`src/hdl/scfp_pkg.sv`:
```
package scfp_pkg;

    // Field widths
    localparam int BYTE_W  = 8;
    localparam int INDEX_W = 5;
    localparam int CFG_IDX_W = 1;

    // Default frame payload length
    localparam int FRAME_BYTES_DEF = 32;

    // Configuration register indexes
    localparam logic [CFG_IDX_W-1:0] REG_START_CHAR = 1'd0;
    localparam logic [CFG_IDX_W-1:0] REG_END_CHAR   = 1'd1;

    // Configuration reset values
    localparam logic [BYTE_W-1:0] START_CHAR_RST = 8'h24;
    localparam logic [BYTE_W-1:0] END_CHAR_RST   = 8'h7C;

    // Character constants
    localparam logic [BYTE_W-1:0] DIGIT_LO = 8'h30;
    localparam logic [BYTE_W-1:0] DIGIT_HI = 8'h39;
    localparam logic [BYTE_W-1:0] NEWLINE  = 8'h0A;

    // Reply byte positions
    localparam logic [1:0] REPLY_HUND  = 2'd0;
    localparam logic [1:0] REPLY_TENS  = 2'd1;
    localparam logic [1:0] REPLY_ONES  = 2'd2;
    localparam logic [1:0] REPLY_LAST  = 2'd3;

    // Result kinds
    localparam logic KIND_REPLY = 1'b0;
    localparam logic KIND_FRAME = 1'b1;

    typedef struct packed {
        logic [BYTE_W-1:0] rx_byte;
        logic [BYTE_W-1:0] sensor_reading;
    } t_in_item;

    typedef struct packed {
        logic               out_kind;
        logic [BYTE_W-1:0]  out_byte;
        logic [INDEX_W-1:0] out_index;
        logic               out_last;
    } t_out_item;

    // Controller to datapath
    typedef struct packed {
        logic cnt_clr;
        logic store_wr;
        logic cap_reading;
        logic idx_clr;
        logic rd_en;
        logic load_reply;
        logic load_frame;
    } t_cmd;

    // Datapath to controller
    typedef struct packed {
        logic is_start;
        logic is_digit;
        logic is_end;
        logic cnt_full;
        logic reply_last;
        logic frame_last;
        logic out_free;
    } t_status;

endpackage

```
`src/hdl/serial_command_frame_parser_core.sv`:
```
// Serial command frame parser.
// Input channel (i_in_valid / o_in_ready / i_in) carries one host byte per
// transaction with the sensor reading beside it. Output channel
// (o_out_valid / i_out_ready / o_out) carries reply bytes to the host and
// display frame bytes, each tagged with its kind, index and a last flag.
// Configuration: i_cfg_we writes i_cfg_data to start_char (index 0) or
// end_char (index 1); write only while the block is idle.
// Flow: a byte that produces no result leaves the parser ready and the next byte
// may follow immediately. A digit query is answered with four reply bytes,
// one per cycle while the receiver accepts them; the input is held off
// until the last is in the output register. A closed frame replays its
// bytes from the frame store, each read from the store and then loaded
// into the output register, with the input held off meanwhile.
// Reset (synchronous, active low) returns the parser to idle outside any
// frame and restores the default start and end characters; store contents
// are not cleared. When the receiver stalls, the output register holds its
// transaction and emission pauses; no result is lost.
module serial_command_frame_parser_core #(
    parameter int FRAME_BYTES = scfp_pkg::FRAME_BYTES_DEF
) (
    input  logic                           i_clk,
    input  logic                           i_rst_n,
    input  logic                           i_cfg_we,
    input  logic [scfp_pkg::CFG_IDX_W-1:0] i_cfg_idx,
    input  logic [scfp_pkg::BYTE_W-1:0]    i_cfg_data,
    input  logic                           i_in_valid,
    output logic                           o_in_ready,
    input  scfp_pkg::t_in_item             i_in,
    output logic                           o_out_valid,
    input  logic                           i_out_ready,
    output scfp_pkg::t_out_item            o_out
);
    import scfp_pkg::*;

    t_cmd    cmd;
    t_status status;

    scfp_ctrl u_ctrl (
        .i_clk      (i_clk),
        .i_rst_n    (i_rst_n),
        .i_in_valid (i_in_valid),
        .o_in_ready (o_in_ready),
        .i_status   (status),
        .o_cmd      (cmd)
    );

    scfp_dpath #(
        .FRAME_BYTES (FRAME_BYTES)
    ) u_dpath (
        .i_clk       (i_clk),
        .i_rst_n     (i_rst_n),
        .i_cfg_we    (i_cfg_we),
        .i_cfg_idx   (i_cfg_idx),
        .i_cfg_data  (i_cfg_data),
        .i_in        (i_in),
        .i_cmd       (cmd),
        .o_status    (status),
        .o_out_valid (o_out_valid),
        .i_out_ready (i_out_ready),
        .o_out       (o_out)
    );

endmodule

```
`src/hdl/scfp_dpath.sv`:
```
module scfp_dpath #(
    parameter int FRAME_BYTES = scfp_pkg::FRAME_BYTES_DEF
) (
    input  logic                                i_clk,
    input  logic                                i_rst_n,
    input  logic                                i_cfg_we,
    input  logic [scfp_pkg::CFG_IDX_W-1:0]      i_cfg_idx,
    input  logic [scfp_pkg::BYTE_W-1:0]         i_cfg_data,
    input  scfp_pkg::t_in_item                  i_in,
    input  scfp_pkg::t_cmd                      i_cmd,
    output scfp_pkg::t_status                   o_status,
    output logic                                o_out_valid,
    input  logic                                i_out_ready,
    output scfp_pkg::t_out_item                 o_out
);
    import scfp_pkg::*;

    localparam int AW = (FRAME_BYTES > 1) ? $clog2(FRAME_BYTES) : 1;
    localparam int CW = $clog2(FRAME_BYTES + 1);

    logic [BYTE_W-1:0]  r_start_char;
    logic [BYTE_W-1:0]  r_end_char;
    logic [CW-1:0]      r_count;
    logic [INDEX_W-1:0] r_idx;
    logic [1:0]         r_hund;
    logic [6:0]         r_rem;
    logic [BYTE_W-1:0]  r_store [FRAME_BYTES];
    logic [BYTE_W-1:0]  r_rd_data;
    logic               r_out_valid;
    t_out_item          r_out;

    logic [1:0]         n_hund;
    logic [BYTE_W-1:0]  n_rem;
    logic [14:0]        tens_prod;
    logic [3:0]         tens;
    logic [3:0]         ones;
    logic [BYTE_W-1:0]  reply_byte;
    logic               frame_last;
    logic               out_free;

    // Configuration registers
    always_ff @(posedge i_clk) begin
        if (!i_rst_n) begin
            r_start_char <= START_CHAR_RST;
            r_end_char   <= END_CHAR_RST;
        end else if (i_cfg_we) begin
            unique case (i_cfg_idx)
                REG_START_CHAR: r_start_char <= i_cfg_data;
                REG_END_CHAR:   r_end_char   <= i_cfg_data;
                default: ;
            endcase
        end
    end

    // Split the reading into a hundreds digit and a remainder below 100
    always_comb begin
        priority if (i_in.sensor_reading >= 8'd200) begin
            n_hund = 2'd2;
            n_rem  = i_in.sensor_reading - 8'd200;
        end else if (i_in.sensor_reading >= 8'd100) begin
            n_hund = 2'd1;
            n_rem  = i_in.sensor_reading - 8'd100;
        end else begin
            n_hund = 2'd0;
            n_rem  = i_in.sensor_reading;
        end
    end

    always_ff @(posedge i_clk) begin
        if (i_cmd.cap_reading) begin
            r_hund <= n_hund;
            r_rem  <= n_rem[6:0];
        end
    end

    // Tens by reciprocal multiply (exact below 100), ones by subtraction
    assign tens_prod = 15'(r_rem) * 15'd205;
    assign tens      = tens_prod[14:11];
    assign ones      = 4'(r_rem - 7'(tens) * 7'd10);

    always_comb begin
        unique case (r_idx[1:0])
            REPLY_HUND: reply_byte = DIGIT_LO + 8'(r_hund);
            REPLY_TENS: reply_byte = DIGIT_LO + 8'(tens);
            REPLY_ONES: reply_byte = DIGIT_LO + 8'(ones);
            REPLY_LAST: reply_byte = NEWLINE;
            default:    reply_byte = NEWLINE;
        endcase
    end

    // Payload counter
    always_ff @(posedge i_clk) begin
        if (!i_rst_n) begin
            r_count <= '0;
        end else if (i_cmd.cnt_clr) begin
            r_count <= '0;
        end else if (i_cmd.store_wr) begin
            r_count <= r_count + CW'(1);
        end
    end

    // Frame store
    always_ff @(posedge i_clk) begin
        if (i_cmd.store_wr) begin
            r_store[r_count[AW-1:0]] <= i_in.rx_byte;
        end
        if (i_cmd.rd_en) begin
            r_rd_data <= r_store[r_idx[AW-1:0]];
        end
    end

    // Emit index
    always_ff @(posedge i_clk) begin
        if (!i_rst_n) begin
            r_idx <= '0;
        end else if (i_cmd.idx_clr) begin
            r_idx <= '0;
        end else if (i_cmd.load_reply || i_cmd.load_frame) begin
            r_idx <= r_idx + INDEX_W'(1);
        end
    end

    assign frame_last = (r_idx == INDEX_W'(FRAME_BYTES - 1));
    assign out_free   = !r_out_valid || i_out_ready;

    // Output register: load a result, drop valid once taken
    always_ff @(posedge i_clk) begin
        if (!i_rst_n) begin
            r_out_valid <= 1'b0;
        end else if (i_cmd.load_reply || i_cmd.load_frame) begin
            r_out_valid <= 1'b1;
        end else if (i_out_ready) begin
            r_out_valid <= 1'b0;
        end
    end

    always_ff @(posedge i_clk) begin
        if (i_cmd.load_reply) begin
            r_out.out_kind  <= KIND_REPLY;
            r_out.out_byte  <= reply_byte;
            r_out.out_index <= r_idx;
            r_out.out_last  <= (r_idx[1:0] == REPLY_LAST);
        end else if (i_cmd.load_frame) begin
            r_out.out_kind  <= KIND_FRAME;
            r_out.out_byte  <= r_rd_data;
            r_out.out_index <= r_idx;
            r_out.out_last  <= frame_last;
        end
    end

    // Status to controller
    assign o_status.is_start   = (i_in.rx_byte == r_start_char);
    assign o_status.is_digit   = (i_in.rx_byte >= DIGIT_LO) && (i_in.rx_byte <= DIGIT_HI);
    assign o_status.is_end     = (i_in.rx_byte == r_end_char);
    assign o_status.cnt_full   = (r_count >= CW'(FRAME_BYTES));
    assign o_status.reply_last = (r_idx[1:0] == REPLY_LAST);
    assign o_status.frame_last = frame_last;
    assign o_status.out_free   = out_free;

    assign o_out_valid = r_out_valid;
    assign o_out       = r_out;

endmodule

```
`src/hdl/scfp_ctrl.sv`:
```
module scfp_ctrl (
    input  logic              i_clk,
    input  logic              i_rst_n,
    input  logic              i_in_valid,
    output logic              o_in_ready,
    input  scfp_pkg::t_status i_status,
    output scfp_pkg::t_cmd    o_cmd
);
    import scfp_pkg::*;

    localparam logic [2:0] S_IDLE    = 3'd0;
    localparam logic [2:0] S_FRAME   = 3'd1;
    localparam logic [2:0] S_REPLY   = 3'd2;
    localparam logic [2:0] S_PLAY_RD = 3'd3;
    localparam logic [2:0] S_PLAY_WR = 3'd4;

    logic [2:0] r_state;
    logic [2:0] n_state;
    logic       accept;

    assign o_in_ready = (r_state == S_IDLE) || (r_state == S_FRAME);
    assign accept     = i_in_valid && o_in_ready;

    // Next state and commands
    always_comb begin
        n_state = r_state;
        o_cmd   = '0;
        unique case (r_state)
            S_IDLE: begin
                if (accept) begin
                    priority if (i_status.is_start) begin
                        o_cmd.cnt_clr = 1'b1;
                        n_state       = S_FRAME;
                    end else if (i_status.is_digit) begin
                        o_cmd.cap_reading = 1'b1;
                        o_cmd.idx_clr     = 1'b1;
                        n_state           = S_REPLY;
                    end else begin
                        n_state = S_IDLE;
                    end
                end
            end
            S_FRAME: begin
                if (accept) begin
                    if (i_status.cnt_full) begin
                        o_cmd.cnt_clr = 1'b1;
                        if (i_status.is_end) begin
                            o_cmd.idx_clr = 1'b1;
                            n_state       = S_PLAY_RD;
                        end else begin
                            n_state = S_IDLE;
                        end
                    end else begin
                        o_cmd.store_wr = 1'b1;
                    end
                end
            end
            S_REPLY: begin
                if (i_status.out_free) begin
                    o_cmd.load_reply = 1'b1;
                    if (i_status.reply_last) begin
                        n_state = S_IDLE;
                    end
                end
            end
            S_PLAY_RD: begin
                o_cmd.rd_en = 1'b1;
                n_state     = S_PLAY_WR;
            end
            S_PLAY_WR: begin
                if (i_status.out_free) begin
                    o_cmd.load_frame = 1'b1;
                    n_state = i_status.frame_last ? S_IDLE : S_PLAY_RD;
                end
            end
            default: begin
                n_state = S_IDLE;
            end
        endcase
    end

    always_ff @(posedge i_clk) begin
        if (!i_rst_n) begin
            r_state <= S_IDLE;
        end else begin
            r_state <= n_state;
        end
    end

`ifndef SYNTHESIS
    // A frame byte is loaded only after its store read was issued
    a_play_order: assert property (@(posedge i_clk) disable iff (!i_rst_n)
        (r_state == S_PLAY_WR) |->
            ($past(r_state) == S_PLAY_RD || $past(r_state) == S_PLAY_WR))
        else $error("frame emit without a preceding store read");

    // A bad closing byte drops the frame and returns to idle
    a_drop_frame: assert property (@(posedge i_clk) disable iff (!i_rst_n)
        (r_state == S_FRAME && accept && i_status.cnt_full && !i_status.is_end)
            |=> (r_state == S_IDLE))
        else $error("dropped frame did not return to idle");

    // No payload write once the frame is complete
    a_no_overfill: assert property (@(posedge i_clk) disable iff (!i_rst_n)
        o_cmd.store_wr |-> !i_status.cnt_full)
        else $error("frame store written past its length");

    // Input is never taken while results are being emitted
    a_no_accept_busy: assert property (@(posedge i_clk) disable iff (!i_rst_n)
        (o_cmd.load_reply || o_cmd.load_frame) |-> !o_in_ready)
        else $error("input accepted during result emission");
`endif

endmodule
```
`config.mk`:
```
export PLATFORM = sky130hd
export DESIGN_NAME = serial_command_frame_parser_core
export DESIGN_NICKNAME = d
export VERILOG_FILES = /design/src/hdl/scfp_pkg.sv /design/src/hdl/serial_command_frame_parser_core.sv /design/src/hdl/scfp_dpath.sv /design/src/hdl/scfp_ctrl.sv
export SDC_FILE = /design/constraint.sdc
export NUM_CORES = 1
export LEC_CHECK = 0
export ABC_CLOCK_PERIOD_IN_PS = 6120
export BUFFER_PORTS_ARGS = -buffer_cell sky130_fd_sc_hd__buf_2
export CAP_MARGIN = 0
export CORE_MARGIN = 8
export CORE_UTILIZATION = 50
export CTS_CLUSTER_DIAMETER = 50
export CTS_CLUSTER_SIZE = 12
export DETAILED_ROUTE_END_ITERATION = 7
export PLACE_DENSITY = 0.66
export RECOVER_POWER = 100
export SYNTH_ARGS = -nofsm -noshare
export SYNTH_HDL_FRONTEND = slang
export SYNTH_SLANG_ARGS = --single-unit
```
`constraint.sdc`:
```
create_clock -name i_clk -period 6.12 [get_ports i_clk]
set_input_delay 0.612 -clock i_clk [delete_from_list [all_inputs] [get_ports i_clk]]
set_output_delay 0.612 -clock i_clk [all_outputs]
set_load 0.02 [all_outputs]
```
After elaboration in Yosys (flattened, before gate mapping):

Memories as Yosys holds them, arrays and structs flattened. A register that Yosys moved wholly into a read port is not among the register bits.
Index checks and enable logic that the tools add are counted.

* $add $sub $neg: 8
* multipliers: 2
* divide/modulo/power cells: 0
* order comparisons: 5
* equal/unequal tests: 16
* shift-type cells: 0
* multiplexer cells: 40
* bitwise operators: 2
* reduce and logical (&&, ||, !) cells: 15

Operators with widths (number)
* one-hot mux 8 bit (4 select lines): 1
* 2-to-1 mux 14 bit: 2
* 2-to-1 mux 1 bit: 18
* 2-to-1 mux 3 bit: 6
* == test 8 bit: 2
* 2-to-1 mux 2 bit: 8
* multiplier 7 x 8 -> 15 bit, second input constant: 1
* one-hot mux 3 bit (5 select lines): 1
* adder 6 x 4 -> 7 bit, first input constant: 2
* 2-to-1 mux 7 bit: 2
* subtractor 7 bit, second input constant: 2
* >= comparator 8 x 6 -> 1 bit, second input constant: 1
* >= comparator 8 x 7 -> 1 bit, second input constant: 1
* >= comparator 8 bit, second input constant: 1
* <= comparator 8 x 6 -> 1 bit, second input constant: 1
* inequality test 2 x 1 -> 1 bit, second input constant: 4
* adder 6 x 2 -> 7 bit, first input constant: 1
* adder 6 x 1 -> 6 bit, second input constant: 1
* == test 3 x 2 -> 1 bit, second input constant: 2
* >= comparator 6 bit, second input constant: 1
* AND reduction 6 bit: 1
* adder 5 x 1 -> 5 bit, second input constant: 1
* == test 5 bit, second input constant: 1
* == test 2 bit, second input constant: 2
* other kinds (16): 25

* flip-flop bits (word level): 55
* bits in latches: 0
* RAM bits: 256
* bits in read-only memories: 0
* input port bits: 30
* output and inout port bits: 17
* logic and storage cells: 101
* memories: 1

Memories
* u_dpath.r_store: depth 32, width 8, rd ports 1, clocked after memory_dff 1, wr ports 1, line scfp_dpath.sv:27 `logic [BYTE_W-1:0] r_store [FRAME_BYTES];`

Logic depth before layout (Yosys ltp):

* depth in word-level cells: 7
* depth in mapped cells: 17
* gate-level depth less buffers: 17

Cells and area by module:

A second synthesis with hierarchy kept.

* cells, all modules: 809
* area total of the unflattened synthesis: 13829.5 um^2

By module, submodules not included
* scfp_dpath: times used 1, cells each 767, area an instance 13508.0 um^2, seq. area each 9198.8 um^2
* scfp_ctrl: times used 1, cells each 42, area an instance 321.6 um^2, seq. area each 60.1 um^2

Worst setup path before layout:

Ideal clock, no wire load.

* path kind: reg2reg
* from: register u_dpath.r_rem[4]
* to: register u_dpath.r_out, in the netlist u_dpath.o_out[9], data pin
* library setup time: 0.158 ns
* arrival time: 4.525 ns
* data required time: 5.962 ns
* setup slack: 1.437 ns
* stages on the path, launching flop included: 17
* buffers on the path: 0
* period minus slack after synthesis: 4.683 ns
* cell sequence: edfxtp_1 ha_1 fa_1 ha_1 inv_1 fa_1 inv_1 ha_1 nand3_1 a221oi_1 a211oi_1 o21a_1 or2_2 fa_1 xnor2_1 xnor3_1 o211ai_1

* word-level cells in the longest chain between the ends: 6
* elaborated cells on any way between the ends: 7
* classes of those cells: add/sub: 3; mul: 2; mux: 2

Ends and longest elaborated chain
* start: declaration: line scfp_dpath.sv:26 `logic [6:0] r_rem;`
* start signal: assignment: line scfp_dpath.sv:72 `r_rem <= n_rem[6:0];`
* multiplier 7 x 8 -> 15 bit *: line scfp_dpath.sv:77 `assign tens_prod = 15'(r_rem) * 15'd205;`
* multiplier 4 x 3 -> 3 bit: line scfp_dpath.sv:79 `assign ones = 4'(r_rem - 7'(tens) * 7'd10);`
* subtractor 4 bit: line scfp_dpath.sv:79
* adder 6 x 4 -> 7 bit: line scfp_dpath.sv:85 `REPLY_ONES: reply_byte = DIGIT_LO + 8'(ones);`
* one-hot mux 8 bit (4 select lines) *: line scfp_dpath.sv:82 `unique case (r_idx[1:0])`
* 2-to-1 mux 14 bit *: line scfp_dpath.sv:138 `if (i_cmd.load_reply) begin`
* end: declaration: line scfp_dpath.sv:30 `t_out_item r_out;`

Mark *: on every way between the ends. The rest lies on a longest branch, timed or not. The select of a mux whose other input is x is not followed.
A chain may end at the register's enable or synchronous reset.

Worst setup path in the final report:

Ends and elaborated chain as after synthesis.

==> metrics.md <==
| Metric | Value |
|---|---|
| Synth async-reset ratio | 0% |
| Cells after Synth | 826 |
| GP Congestion | 0.800 |
| Rows | 61 |
| Cell Area, Synth | 13900 um2 |
| Final HPWL DP | 18.0 mm |
| Fin crit share | 80.8% |
| Yosys cell types | 53 |
| Detail Route Antenna Nets | 0 |
| Crit-path slowest cell | fa_1 |
| Largest net degree at the start of global routing | 44 |
| Largest stage delay, worst path | 0.49 ns |
| CTS-repair resized insts | 0 |
| Finish-stage setup viols | 0 |
| Total Power | 0.00453 W |
| Fin nets | 974 |
| DR WL met2 | 13.6 mm |
| Hold Crit Start | i_in[1] |
| Hold depth | 1 |
| Rel. slew slack | -87.9% |
| Die Ht | 183 um |
| Main flop type after synthesis | edfxtp_1 |
| Synthesized Nets | 915 |
| Static leakage | 5.14 nW |
| Clock Path Buffers | 3 |
| R2r endpoint | u_dpath.o_out[9] |
| Post-synth EDFFs | 287 |
| Buffers and inverters on the worst path | 2 |
| Starting density of the core | 50.4% |
| Crit path DAT | 5.29 ns |
| CTS tree | done |
| Clk_skew | 0.0217 ns |
| GRT Total Usage | 17.1% |
| Sequential fraction of the synthesis area | 66.5% |
| Crit-path max FO | 4 |
| Post-DR wirelength/cell | 21.9 um |
| Critical Path RT | 6.47 ns |
| Core Box Area | 27600 um2 |
| Setup slack, reg-to-reg | 1.17 ns |
| Cell Chain, Critical Path | ha_1, fa_1, ha_1, inv_1, fa_1, inv_1, ha_1, nand3_1, a221oi_1, a211oi_1, o21a_1, or2_2, fa_1, xnor2_1, xnor3_1, o211ai_1 |
| Final Slew Violations | 374 |
| DRC | 0 |
| Post-CTS setup buffers | 0 |
| M1 WL | 12.1 mm |
| IO Pins | 47 |
| Chip width | 183 um |
| Die ar. | 33500 um2 |
| Max_cap viols | 11 |
| Routed via count | 7241 |
| DR vias/cell | 5.65 |
| Actual slew at the worst max-slew pin | 2.82 ns |
| Worst-skew pair later-pin latency | 0.52 ns |
| Worst Hold Path EP | u_dpath.r_rem[1] |
| FF-to-FF path depth | 16 |
| Starting DRC count in detailed routing | 563 |
| Count of final hold-check violations | 0 |
| Htree depth | 2 |
| DRT Pass-1 Iters | 5 |
| Clock root cell | clkbuf_16 |
| Initial antenna violation count | 1 |
| First-pass GRT wire length | 43.6 mm |
| Share of cells above drive strength 1 | 18.5% |
| Antenna cells | 0 |
| Clock sink total | 319 |
| Synthesis Warnings | 0 |
| Max VDD drop | 0.000184 V |
| Fmax | 0.202 GHz |
| Total CTS buffers | 36 |
| RSZ-0062 raised after global routing | no |
| Vias in the first global route | 7379 |
| Synthesized flop and latch total | 319 |
| GR Overflow Total | 0 |
| Worst path top cell family by delay | adder cells |
| CTS Hold Bufs | 0 |
| Area grow syn2layout | 11.8% |
| Worst path depth | 16 |
| P per Cell Area | 291 nW/um2 |
| Endpoint class of the critical path | register |
| Top Layer Used | met4 |
| IO buf count | 46 |
| Setup TNS | 0 ns |
| Routed met3 length | 1.89 mm |
| Status | finished with violations |
| Syn Area/Cell | 16.9 um2 |
| Clock transition at path regs | 0.05 ns |
| Setup Crit Path Kind | reg2reg |
| Failing checks | max-capacitance violations, max-slew violations |
| Worst r2r src | u_dpath.r_rem[4] |
| Fin crit period | 4.95 ns |
| Drt total wl | 28.1 mm |
| Hold crit path type | in2reg |
| Setup crit start kind | register |
[per-layer routing]
| metal | vias up | track usage [%] |
|---|---|---|
| li1 | 3316 | - |
| met1 | 3685 | 23.5 |
| met2 | 206 | 27.5 |
| met3 | 34 | 4.16 |
| met4 | 0 | 3.97 |
| met5 | - | 0 |
[stage by stage]
stage	utilization, %	setup slack (ns)	hold slack (ns)	instance area [um2]	std cells
5_1_grt	56.4	0.870	0.276	15600	1282
2_1_floorplan	-	1.44	0.403	13900	826
3_3_place_gp	52.6	1.26	0.418	14500	1225
6_report	56.4	1.17	0.300	15600	1282
3_5_place_dp	52.6	1.18	0.422	14500	1225
4_1_cts	56.6	1.18	0.284	15600	1282
[synth_stat cells (5+ instances only)]
| library cell | instances | area (um2) |
|---|---|---|
| nand3b_1 | 5 | 37.5 |
| dfxtp_1 | 32 | 641 |
| ha_1 | 50 | 626 |
| nor2_1 | 59 | 221 |
| mux4_2 | 80 | 1800 |
| nand2_1 | 60 | 225 |
| mux2i_1 | 6 | 60.1 |
| o21ai_0 | 12 | 60.1 |
| edfxtp_1 | 287 | 8620 |
| xor2_1 | 14 | 123 |
| a21boi_0 | 11 | 82.6 |
| mux2_2 | 8 | 90.1 |
| nand4_1 | 8 | 50.1 |
| a21oi_1 | 12 | 60.1 |
| fa_1 | 9 | 180 |
| xnor2_1 | 16 | 140 |
| inv_1 | 36 | 135 |
| nor3_1 | 5 | 25.0 |
| clkbuf_1 | 21 | 78.8 |
| nand3_1 | 15 | 75.1 |
[final cells by class]
type | instances | area (um2)
sequential | 319 | 9260
fill | 2188 | 12100
clock buffer | 47 | 995
timing repair buffer | 54 | 240
multi-input combinational | 438 | 4370
clock inverter | 10 | 100
tap | 378 | 473
inverter | 36 | 135
[flip-flops by register name (all words and copies together) (netlist names)]
| name | flops |
|---|---|
| u_dpath.r_rd_data | 8 |
| u_dpath.r_idx | 5 |
| u_dpath.o_out_valid | 1 |
| u_dpath.o_out | 15 |
| u_dpath.r_hund | 2 |
| u_dpath.r_store | 256 |
| u_dpath.r_start_char | 8 |
| u_dpath.r_count | 6 |
| u_dpath.r_end_char | 8 |
| u_dpath.r_rem | 7 |
| u_ctrl.r_state | 3 |
[power by group]
part           internal [W]  switching [W]  leakage, nW
clock network       0.00119       0.000808        0.526
logic             0.0000559      0.0000891         1.77
registers           0.00238     0.00000848         2.84
total               0.00362       0.000905         5.14
[worst max path at each step]
stage / startpoint / to / slack [ns]
finish: u_dpath.r_rem[4] / u_dpath.o_out[9] / 1.17
global route: u_dpath.r_idx[0] / u_dpath.r_rd_data[5] / 0.87
CTS: u_dpath.r_rem[4] / u_dpath.o_out[9] / 1.18
detailed placement: u_dpath.r_rem[4] / u_dpath.o_out[9] / 1.18
global placement: u_dpath.r_rem[4] / u_dpath.o_out[9] / 1.26
floorplan: u_dpath.r_rem[4] / u_dpath.o_out[9] / 1.44
[cells in the final DEF (no fill, tap or decap), types with 16 or more instances in the layout]
master / n
xnor2_1: 16
dfxtp_1: 32
edfxtp_1: 287
nand2_1: 60
mux4_2: 80
clkbuf_1: 38
inv_1: 36
buf_2: 21
clkbuf_16: 38
nor2_1: 59
ha_1: 50
[cells by family after synthesis]
kind of cell             count (synthesis)  synth area share [%]
AO/OA/AOI/OAI                           66                  3.19
XOR/XNOR                                31                  2.05
adder cells (fa/ha/maj)                 59                  5.79
buffers and inverters                   69                  2.11
flip-flops                             319                  66.5
multiplexers                            95                  14.1
AND/OR/NAND/NOR                        187                  6.30
No activity file was read; power rests on OpenSTA's default activity.
